$ cat src/rtl/assert_macros.svh
// ----------------------------------------------------------------------------
// Assertion macros
// Shared concurrent assertion forms, clocked on clk and held off during rst.
// ----------------------------------------------------------------------------
`ifndef ASSERT_MACROS_SVH
`define ASSERT_MACROS_SVH

// The consequent must hold in the same cycle as the antecedent.
`define ASSERT_SAME(lbl, ante, cons, msg) \
  lbl: assert property (@(posedge clk) disable iff (rst) (ante) |-> (cons)) \
    else $error(msg);

// The consequent must hold in the cycle after the antecedent.
`define ASSERT_NEXT(lbl, ante, cons, msg) \
  lbl: assert property (@(posedge clk) disable iff (rst) (ante) |=> (cons)) \
    else $error(msg);

`endif

$ cat src/rtl/sha1md_pkg.sv
// ----------------------------------------------------------------------------
// SHA-1 message digest package
// Constants, round functions and the schedule control bundle.
// ----------------------------------------------------------------------------
package sha1md_pkg;

  // Initial chaining value.
  localparam logic [31:0] IV_WORDS [0:4] = '{
    32'h67452301, 32'hEFCDAB89, 32'h98BADCFE, 32'h10325476, 32'hC3D2E1F0
  };

  // Round constants, one for each group of twenty rounds.
  localparam logic [31:0] K_00_19 = 32'h5A827999;
  localparam logic [31:0] K_20_39 = 32'h6ED9EBA1;
  localparam logic [31:0] K_40_59 = 32'h8F1BBCDC;
  localparam logic [31:0] K_60_79 = 32'hCA62C1D6;

  localparam logic [6:0] LAST_ROUND   = 7'd79;
  localparam logic [6:0] FIRST_EXPAND = 7'd16;

  // Control from the sequencer to the schedule memory.
  typedef struct packed {
    logic        fill_we;
    logic [3:0]  fill_addr;
    logic [31:0] fill_word;
    logic        round_en;
    logic [6:0]  rnd;
  } sched_ctl_t;

  function automatic logic [31:0] rotl1(input logic [31:0] v);
    return {v[30:0], v[31]};
  endfunction

  function automatic logic [31:0] rotl5(input logic [31:0] v);
    return {v[26:0], v[31:27]};
  endfunction

  function automatic logic [31:0] rotl30(input logic [31:0] v);
    return {v[1:0], v[31:2]};
  endfunction

  // Boolean function of the round plus its constant.
  function automatic logic [31:0] round_fk(input logic [6:0] rnd, input logic [31:0] b,
                                           input logic [31:0] c, input logic [31:0] d);
    logic [31:0] f;
    logic [31:0] k;
    if (rnd < 7'd20) begin
      f = (b & c) | (~b & d);
      k = K_00_19;
    end else if (rnd < 7'd40) begin
      f = b ^ c ^ d;
      k = K_20_39;
    end else if (rnd < 7'd60) begin
      f = (b & c) | (b & d) | (c & d);
      k = K_40_59;
    end else begin
      f = b ^ c ^ d;
      k = K_60_79;
    end
    return f + k;
  endfunction

endpackage

$ cat src/rtl/sha1md_sched.sv
// ----------------------------------------------------------------------------
// SHA-1 message schedule
// Sixteen-word schedule memory with two registered read ports. Message words
// are written during the fill; during compression the expanded word of each
// round is formed from two memory reads and a short line of recent words,
// and written back over the entry it replaces.
// ----------------------------------------------------------------------------
module sha1md_sched (
  input  logic                   clk,
  input  sha1md_pkg::sched_ctl_t ctl,
  output logic [31:0]            w
);

  logic [31:0] mem [0:15];
  logic [31:0] rd_a;
  logic [31:0] rd_b;
  logic [31:0] hist [0:7];
  logic [3:0]  addr_a;
  logic [3:0]  addr_b;
  logic [31:0] w_exp;

  // Reads are issued ahead: W[t-16] (or W[t]) and W[t-14] of the
  // next round. The load cycle before round 0 fetches entry 0.
  assign addr_a = ctl.round_en ? (ctl.rnd[3:0] + 4'd1) : 4'd0;
  assign addr_b = addr_a + 4'd2;

  // W[t] = rotl1(W[t-3] ^ W[t-8] ^ W[t-14] ^ W[t-16]).
  assign w_exp = sha1md_pkg::rotl1(hist[2] ^ hist[7] ^ rd_b ^ rd_a);
  assign w     = (ctl.rnd < sha1md_pkg::FIRST_EXPAND) ? rd_a : w_exp;

  // Memory: one write port, two registered read ports. The entry written in a
  // round never matches the entries read for the following round.
  always_ff @(posedge clk) begin
    if (ctl.fill_we) begin
      mem[ctl.fill_addr] <= ctl.fill_word;
    end else if (ctl.round_en && ctl.rnd >= sha1md_pkg::FIRST_EXPAND) begin
      mem[ctl.rnd[3:0]] <= w;
    end
    rd_a <= mem[addr_a];
    rd_b <= mem[addr_b];
  end

  // Line of the eight most recent schedule words.
  always_ff @(posedge clk) begin
    if (ctl.round_en) begin
      hist[0] <= w;
      for (int i = 1; i < 8; i++) begin
        hist[i] <= hist[i-1];
      end
    end
  end

endmodule

$ cat src/rtl/sha1_message_digest.sv
// ----------------------------------------------------------------------------
// SHA-1 message digest
// Takes a message one byte per item, compresses each 64-byte block, pads the
// final block with the bit length and returns the five digest words.
// ----------------------------------------------------------------------------
//  channel  handshake            payload
//  in       in_valid / in_ready  data_byte, byte_present, last_byte
//  out      out_valid/out_ready  digest_word, word_number, last_word
//
// Message bytes are accepted back to back while in_ready is high. Every 64th
// byte starts a compression (load, 80 rounds, chaining add), one round per
// cycle through the schedule memory. A final item adds the padding bytes and
// one or two compressions, then five result items, one per cycle while
// out_ready is high. There is no clearing pass on reset. in_ready is low
// during compression, padding and while the digest is being delivered.
// ----------------------------------------------------------------------------
`include "assert_macros.svh"

module sha1_message_digest (
  input  logic        clk,
  input  logic        rst,
  input  logic        in_valid,
  output logic        in_ready,
  input  logic [7:0]  data_byte,
  input  logic        byte_present,
  input  logic        last_byte,
  output logic        out_valid,
  input  logic        out_ready,
  output logic [31:0] digest_word,
  output logic [2:0]  word_number,
  output logic        last_word
);

  // Sequencer states.
  localparam logic [2:0] ST_FEED  = 3'd0;
  localparam logic [2:0] ST_LOAD  = 3'd1;
  localparam logic [2:0] ST_ROUND = 3'd2;
  localparam logic [2:0] ST_ADD   = 3'd3;
  localparam logic [2:0] ST_OUT   = 3'd4;

  // Message phases.
  localparam logic [2:0] PH_MSG  = 3'd0;
  localparam logic [2:0] PH_MARK = 3'd1;
  localparam logic [2:0] PH_ZERO = 3'd2;
  localparam logic [2:0] PH_LEN  = 3'd3;
  localparam logic [2:0] PH_DONE = 3'd4;

  localparam logic [5:0] LEN_START  = 6'd56;
  localparam logic [5:0] BLOCK_LAST = 6'd63;
  localparam logic [2:0] LAST_INDEX = 3'd4;

  logic [2:0]  state;
  logic [2:0]  phase;
  logic [5:0]  block_fill;
  logic [2:0]  len_idx;
  logic [63:0] message_bit_count;
  logic [6:0]  round_count;
  logic [23:0] word_acc;
  logic [2:0]  word_idx;
  logic [31:0] chain_value [0:4];
  logic [31:0] work_regs [0:4];

  logic        in_acc;
  logic        out_acc;
  logic        put_en;
  logic [7:0]  put_data;
  logic [2:0]  len_sel;
  logic [31:0] w;
  logic [31:0] t_sum;
  sha1md_pkg::sched_ctl_t sched_ctl;

  assign in_ready  = (state == ST_FEED) && (phase == PH_MSG);
  assign in_acc    = in_valid && in_ready;
  assign out_valid = (state == ST_OUT);
  assign out_acc   = out_valid && out_ready;

  assign digest_word = chain_value[word_idx];
  assign word_number = word_idx;
  assign last_word   = (word_idx == LAST_INDEX);

  // Byte source: message bytes, then the marker, zero fill and bit length.
  assign len_sel = 3'd7 - len_idx;
  always_comb begin
    put_en   = 1'b0;
    put_data = 8'h00;
    if (state == ST_FEED) begin
      unique case (phase)
        PH_MSG: begin
          put_en   = in_acc && byte_present;
          put_data = data_byte;
        end
        PH_MARK: begin
          put_en   = 1'b1;
          put_data = 8'h80;
        end
        PH_ZERO: begin
          put_en   = (block_fill != LEN_START);
        end
        PH_LEN: begin
          put_en   = 1'b1;
          put_data = message_bit_count[{len_sel, 3'b000} +: 8];
        end
        default: begin
          put_en   = 1'b0;
        end
      endcase
    end
  end

  // Schedule memory control: a full word is written on every fourth byte.
  always_comb begin
    sched_ctl.fill_we   = put_en && (block_fill[1:0] == 2'd3);
    sched_ctl.fill_addr = block_fill[5:2];
    sched_ctl.fill_word = {word_acc, put_data};
    sched_ctl.round_en  = (state == ST_ROUND);
    sched_ctl.rnd       = round_count;
  end

  sha1md_sched u_sched (
    .clk (clk),
    .ctl (sched_ctl),
    .w   (w)
  );

  // Round sum.
  assign t_sum = sha1md_pkg::rotl5(work_regs[0])
               + sha1md_pkg::round_fk(round_count, work_regs[1], work_regs[2], work_regs[3])
               + work_regs[4] + w;

  // Byte packing register.
  always_ff @(posedge clk) begin
    if (put_en) begin
      word_acc <= {word_acc[15:0], put_data};
    end
  end

  // Sequencer, counters, working variables and chaining value.
  always_ff @(posedge clk) begin
    if (rst) begin
      state             <= ST_FEED;
      phase             <= PH_MSG;
      block_fill        <= 6'd0;
      len_idx           <= 3'd0;
      message_bit_count <= 64'd0;
      round_count       <= 7'd0;
      word_idx          <= 3'd0;
      for (int i = 0; i < 5; i++) begin
        chain_value[i] <= sha1md_pkg::IV_WORDS[i];
        work_regs[i]   <= 32'd0;
      end
    end else begin
      unique case (state)
        ST_FEED: begin
          if (in_acc && byte_present) begin
            message_bit_count <= message_bit_count + 64'd8;
          end
          if (put_en) begin
            block_fill <= block_fill + 6'd1;
            if (block_fill == BLOCK_LAST) begin
              state <= ST_LOAD;
            end
          end
          unique case (phase)
            PH_MSG: begin
              if (in_acc && last_byte) begin
                phase <= PH_MARK;
              end
            end
            PH_MARK: begin
              phase <= PH_ZERO;
            end
            PH_ZERO: begin
              if (block_fill == LEN_START) begin
                phase <= PH_LEN;
              end
            end
            PH_LEN: begin
              len_idx <= len_idx + 3'd1;
              if (len_idx == 3'd7) begin
                phase <= PH_DONE;
              end
            end
            default: begin
              phase <= phase;
            end
          endcase
        end
        ST_LOAD: begin
          round_count <= 7'd0;
          for (int i = 0; i < 5; i++) begin
            work_regs[i] <= chain_value[i];
          end
          state <= ST_ROUND;
        end
        ST_ROUND: begin
          work_regs[0] <= t_sum;
          work_regs[1] <= work_regs[0];
          work_regs[2] <= sha1md_pkg::rotl30(work_regs[1]);
          work_regs[3] <= work_regs[2];
          work_regs[4] <= work_regs[3];
          round_count  <= round_count + 7'd1;
          if (round_count == sha1md_pkg::LAST_ROUND) begin
            state <= ST_ADD;
          end
        end
        ST_ADD: begin
          for (int i = 0; i < 5; i++) begin
            chain_value[i] <= chain_value[i] + work_regs[i];
          end
          state <= (phase == PH_DONE) ? ST_OUT : ST_FEED;
        end
        ST_OUT: begin
          if (out_acc) begin
            word_idx <= word_idx + 3'd1;
            if (word_idx == LAST_INDEX) begin
              // Digest delivered: back to the state of a fresh message.
              state             <= ST_FEED;
              phase             <= PH_MSG;
              block_fill        <= 6'd0;
              len_idx           <= 3'd0;
              message_bit_count <= 64'd0;
              word_idx          <= 3'd0;
              for (int i = 0; i < 5; i++) begin
                chain_value[i] <= sha1md_pkg::IV_WORDS[i];
              end
            end
          end
        end
        default: begin
          state <= ST_FEED;
        end
      endcase
    end
  end

  // Input and output sides are never open together.
  `ASSERT_SAME(a_no_overlap, 1'b1, !(in_ready && out_valid), "in_ready with out_valid")
  // The round counter stays inside the compression.
  `ASSERT_SAME(a_round_range, state == ST_ROUND, round_count <= sha1md_pkg::LAST_ROUND,
               "round counter out of range")
  // The last round is always followed by the chaining add.
  `ASSERT_NEXT(a_round_to_add, (state == ST_ROUND) && (round_count == sha1md_pkg::LAST_ROUND),
               state == ST_ADD, "last round not followed by the add")
  // Delivery of the final word leaves the block ready for a new message.
  `ASSERT_NEXT(a_fresh_message, out_acc && last_word,
               in_ready && (block_fill == 6'd0) && (message_bit_count == 64'd0),
               "block not cleared after the digest")

endmodule
$ cat config.mk
export PLATFORM = sky130hd
export DESIGN_NAME = sha1_message_digest
export DESIGN_NICKNAME = d
export VERILOG_FILES = /design/src/rtl/sha1md_pkg.sv /design/src/rtl/sha1md_sched.sv /design/src/rtl/sha1_message_digest.sv
export VERILOG_INCLUDE_DIRS = /design/src /design/src/rtl
export SDC_FILE = /design/constraint.sdc
export NUM_CORES = 2
export LEC_CHECK = 0
export BUFFER_PORTS_ARGS = -buffer_cell sky130_fd_sc_hd__buf_4
export CORE_ASPECT_RATIO = 0.8
export CORE_MARGIN = 2
export CORE_UTILIZATION = 35
export DETAILED_ROUTE_END_ITERATION = 7
export GPL_ROUTABILITY_DRIVEN = 0
export PLACE_DENSITY = 0.57
export SKIP_CTS_REPAIR_TIMING = 1
export SLEW_MARGIN = 20
export SYNTH_ARGS = -nofsm -noshare
export SYNTH_HDL_FRONTEND = slang
export SYNTH_SLANG_ARGS = --single-unit
export TNS_END_PERCENT = 5
$ cat constraint.sdc
create_clock -name clk -period 16 [get_ports clk]
set_input_delay 3.2 -clock clk [delete_from_list [all_inputs] [get_ports clk]]
set_output_delay 3.2 -clock clk [all_outputs]
set_load 0.1 [all_outputs]
==> metrics.md <==
| Metric | Value |
|---|---|
| CTS H-tree lvls | `4` |
| Peak VDD IR | `0.1272 mV` |
| Initial antenna violation count | `5` |
| Top cells by count, synth | `1,112 x edfxtp_1, 462 x nand2_1, 318 x nor2_1` |
| Crit path max fanout | `14` |
| RSZ-0062 raised after global routing | `false` |
| Cells after synthesis | `4,977` |
| Startpoint types | `flop` |
| Main synth FF type | `edfxtp_1` |
| HP Start | `u_sched.hist[1][16]$_DFFE_PP_` |
| Rows | `140` |
| Post-DP HPWL | `117,600 um` |
| Die width | `482.5 um` |
| Crit path kind | `flop to flop` |
| Vias | `41,370` |
| Share of post-route cells with drive strength above 1 | `10.88%` |
| Final #Nets | `5,398` |
| CTS tree | `done` |
| Measured slew at the worst slew-check pin | `1.164 ns` |
| Yosys warning count | `0` |
| Clock Pin Slew Worst Setup and Hold Paths | `0.07 ns` |
| Vias in the first global route | `39,350` |
| Setup violators final | `0` |
| Remaining antenna violation count | `0` |
| Sink Count | `1,265` |
| WL final | `182,400 um` |
| Tmin final | `7.627 ns` |
| Die Height | `386.8 um` |
| CP Data Required Time | `16.50 ns` |
| Area leader, netlist | `edfxtp_1` |
| Worst R2R End | `work_regs[0][21]$_DFFE_PP_` |
| DRT iter0 DRCs | `4,380` |
| Slack of the worst reg-to-reg path | `8.37 ns` |
| Synth cell types | `89` |
| Post-Syn Area | `64,110 um2` |
| Normalized max-slew margin | `22.37%` |
| Via-to-Cell Ratio | `5.472` |
| PortBufs | `51` |
| P&R area growth vs syn | `12.55%` |
| PD cells | `113.6 nW/um2` |
| Clk_lat worst skew | `0.79 ns` |
| Max-cap violations | `0` |
| Hold endpoint | `u_sched.hist[1][48]$_DFFE_PP_` |
| Worst Skew | `0.03862 ns` |
| Final setup TNS | `0 ns` |
| Max Buffers Root-to-Sink | `3` |
| Number of synthesized flops with an enable pin | `1,112` |
| Synth Register Bits | `1,265` |
| First-pass GRT wire length | `266,200 um` |
| Crit Reg-Reg Startpoint | `round_count[3]$_SDFFE_PP0P_` |
| Leakage | `24.92 nW` |
| Hold_ws | `0.4037 ns` |
| Drt first pass iters | `6` |
| Total GRT Usage | `19.21%` |
| Final hold viol count | `0` |
| Die area | `186,600 um2` |
| Total grt overflow | `0` |
| Status | `finished clean` |
| Synth area leaders | `edfxtp_1 52%, mux2i_1 4.9%, dfxtp_1 4.8%` |
| Hold Path Class | `flop to flop` |
| Critical Path AT | `8.12 ns` |
| Synth Area per Inst | `12.88 um2` |
| Top-area cell type share of the netlist area | `52.09%` |
| DR WL/cell | `24.12 um` |
| Core area | `182,000 um2` |
| IO Pins | `52` |
| Cells on worst reg2reg path | `26` |
| Most frequent cell after synthesis | `edfxtp_1` |
| Pins Over Slew Limit | `0` |
| Largest net degree at the start of global routing | `161` |
| Num CTS Buffers | `135` |
| WHS Path Cells | `0` |
| Root Driver | `clkbuf_16` |
| F_max | `0.1311 GHz` |
| Seq/Total Area, Yosys | `56.86%` |
| Critical path endpoint category | `flop` |
| Net count after synthesis | `5,339` |
| Async SR Flop Fraction | `0%` |
| Period utilisation layout | `47.67%` |
| Residual DRC | `0` |
| Starting Density | `35.23%` |
## per-stage QoR
stage          setup WS (ns)  instance area (um2)  utilization (%)  instances  total power, mW
6_report               8.373                72160            39.65       7561            8.197
5_1_grt                7.740                72160            39.65       7561            8.488
3_3_place_gp           8.583                67510            37.09       7313            4.928
4_1_cts                8.480                72130            39.63       7559            8.234
2_1_floorplan          6.751                64110                -       4977            4.588
3_5_place_dp           8.521                67510            37.09       7313            4.944
## per-layer routing
layer  track usage, %  part of all wire [%]  vias to the layer above
met1            28.69                    46                    20870
met3            5.446                   9.3                      270
met2            26.60                    41                     1586
met5                0                0.0077                        -
li1                 -                     -                    18650
met4            6.011                   2.8                        2
## state kept, by name, indices dropped and copies added (netlist names), 6 cells and up, named ones only
register           count
u_sched.rd_a          32
round_count            7
u_sched.hist         256
u_sched.mem          512
u_sched.rd_b          32
message_bit_count     61
block_fill             6
work_regs            160
word_acc              24
chain_value          160
## where the power goes
part / leakage [nW] / internal (mW) / total, mW / switching [mW]
Clock: 2.24 / 1.92 / 3.30 / 1.39
Sequential: 11.4 / 3.85 / 3.94 / 0.0867
Combinational: 11.3 / 0.314 / 0.959 / 0.646
## kinds of logic (layout without fill, tap and decap cells)
group / count (synthesis) / in the layout / synth area share, %
fa+ha+maj: 348 / 348 / 8.197
mux: 455 / 455 / 9.300
compound gates: 941 / 941 / 9.920
flops: 1265 / 1265 / 56.86
other cells: 0 / 2 / 0
buf+inv: 450 / 618 / 2.744
simple gates: 1208 / 1208 / 8.741
xor+xnor: 310 / 310 / 4.235
## worst max path at each step
stage | from | depth (start not counted) | slack, ns | end
after floorplan | state[2]$_SDFFE_PP0P_ | 8 | 6.75 | u_sched.rd_a[22]$_DFF_P_
after global placement | round_count[3]$_SDFFE_PP0P_ | 26 | 8.58 | work_regs[0][21]$_DFFE_PP_
after detailed placement | round_count[3]$_SDFFE_PP0P_ | 26 | 8.52 | work_regs[0][21]$_DFFE_PP_
after CTS | round_count[3]$_SDFFE_PP0P_ | 26 | 8.48 | work_regs[0][21]$_DFFE_PP_
after global routing | round_count[3]$_SDFFE_PP0P_ | 26 | 7.74 | work_regs[0][21]$_DFFE_PP_
final | round_count[3]$_SDFFE_PP0P_ | 26 | 8.37 | work_regs[0][21]$_DFFE_PP_
## cells in the final DEF, fill, tap and decap left out, types with 125 or more instances in the layout
cell type  Yosys  layout
xnor2_1      187     186
nor2_1       318     316
nand2_1      462     459
clkbuf_16      0     141
dfxtp_1      153     150
edfxtp_1    1112    1112
a22o_1       125     125
inv_1        225     223
o21ai_0      190     189
buf_4          2     142
mux2i_1      311     311
a21oi_1      227     227
ha_1         228     227
## worst max-delay path, cell delays in order (launching register included)
cell	delay, ns
dfxtp_1	0.41
and2_1	0.25
a31oi_1	0.44
inv_1	0.39
nor2_1	0.18
buf_4	0.18
inv_1	0.06
nand2_1	0.41
nor2_1	0.09
a211oi_1	0.30
fa_1	0.47
inv_1	0.09
fa_1	0.45
fa_1	0.53
inv_1	0.05
ha_1	0.20
inv_1	0.08
fa_1	0.21
nor2b_1	0.07
o31ai_1	0.55
a21oi_1	0.17
a211oi_1	0.53
a21oi_1	0.24
or4_1	0.48
a41oi_1	0.25
xor2_1	0.17
o21ai_0	0.08
## final cells by class
type                            instances  area [um2]
Fill cell                           16960      109800
Inverter                              227       873.3
Antenna cell                            2       5.005
Clock inverter                         63       849.6
Timing Repair Buffer                  145        1126
Tap cell                             2414        3020
Clock buffer                          183        3776
Multi-Input combinational cell       3262       26050
Sequential cell                      1265       36460
Note: power is estimated with default switching activity, not from simulation.
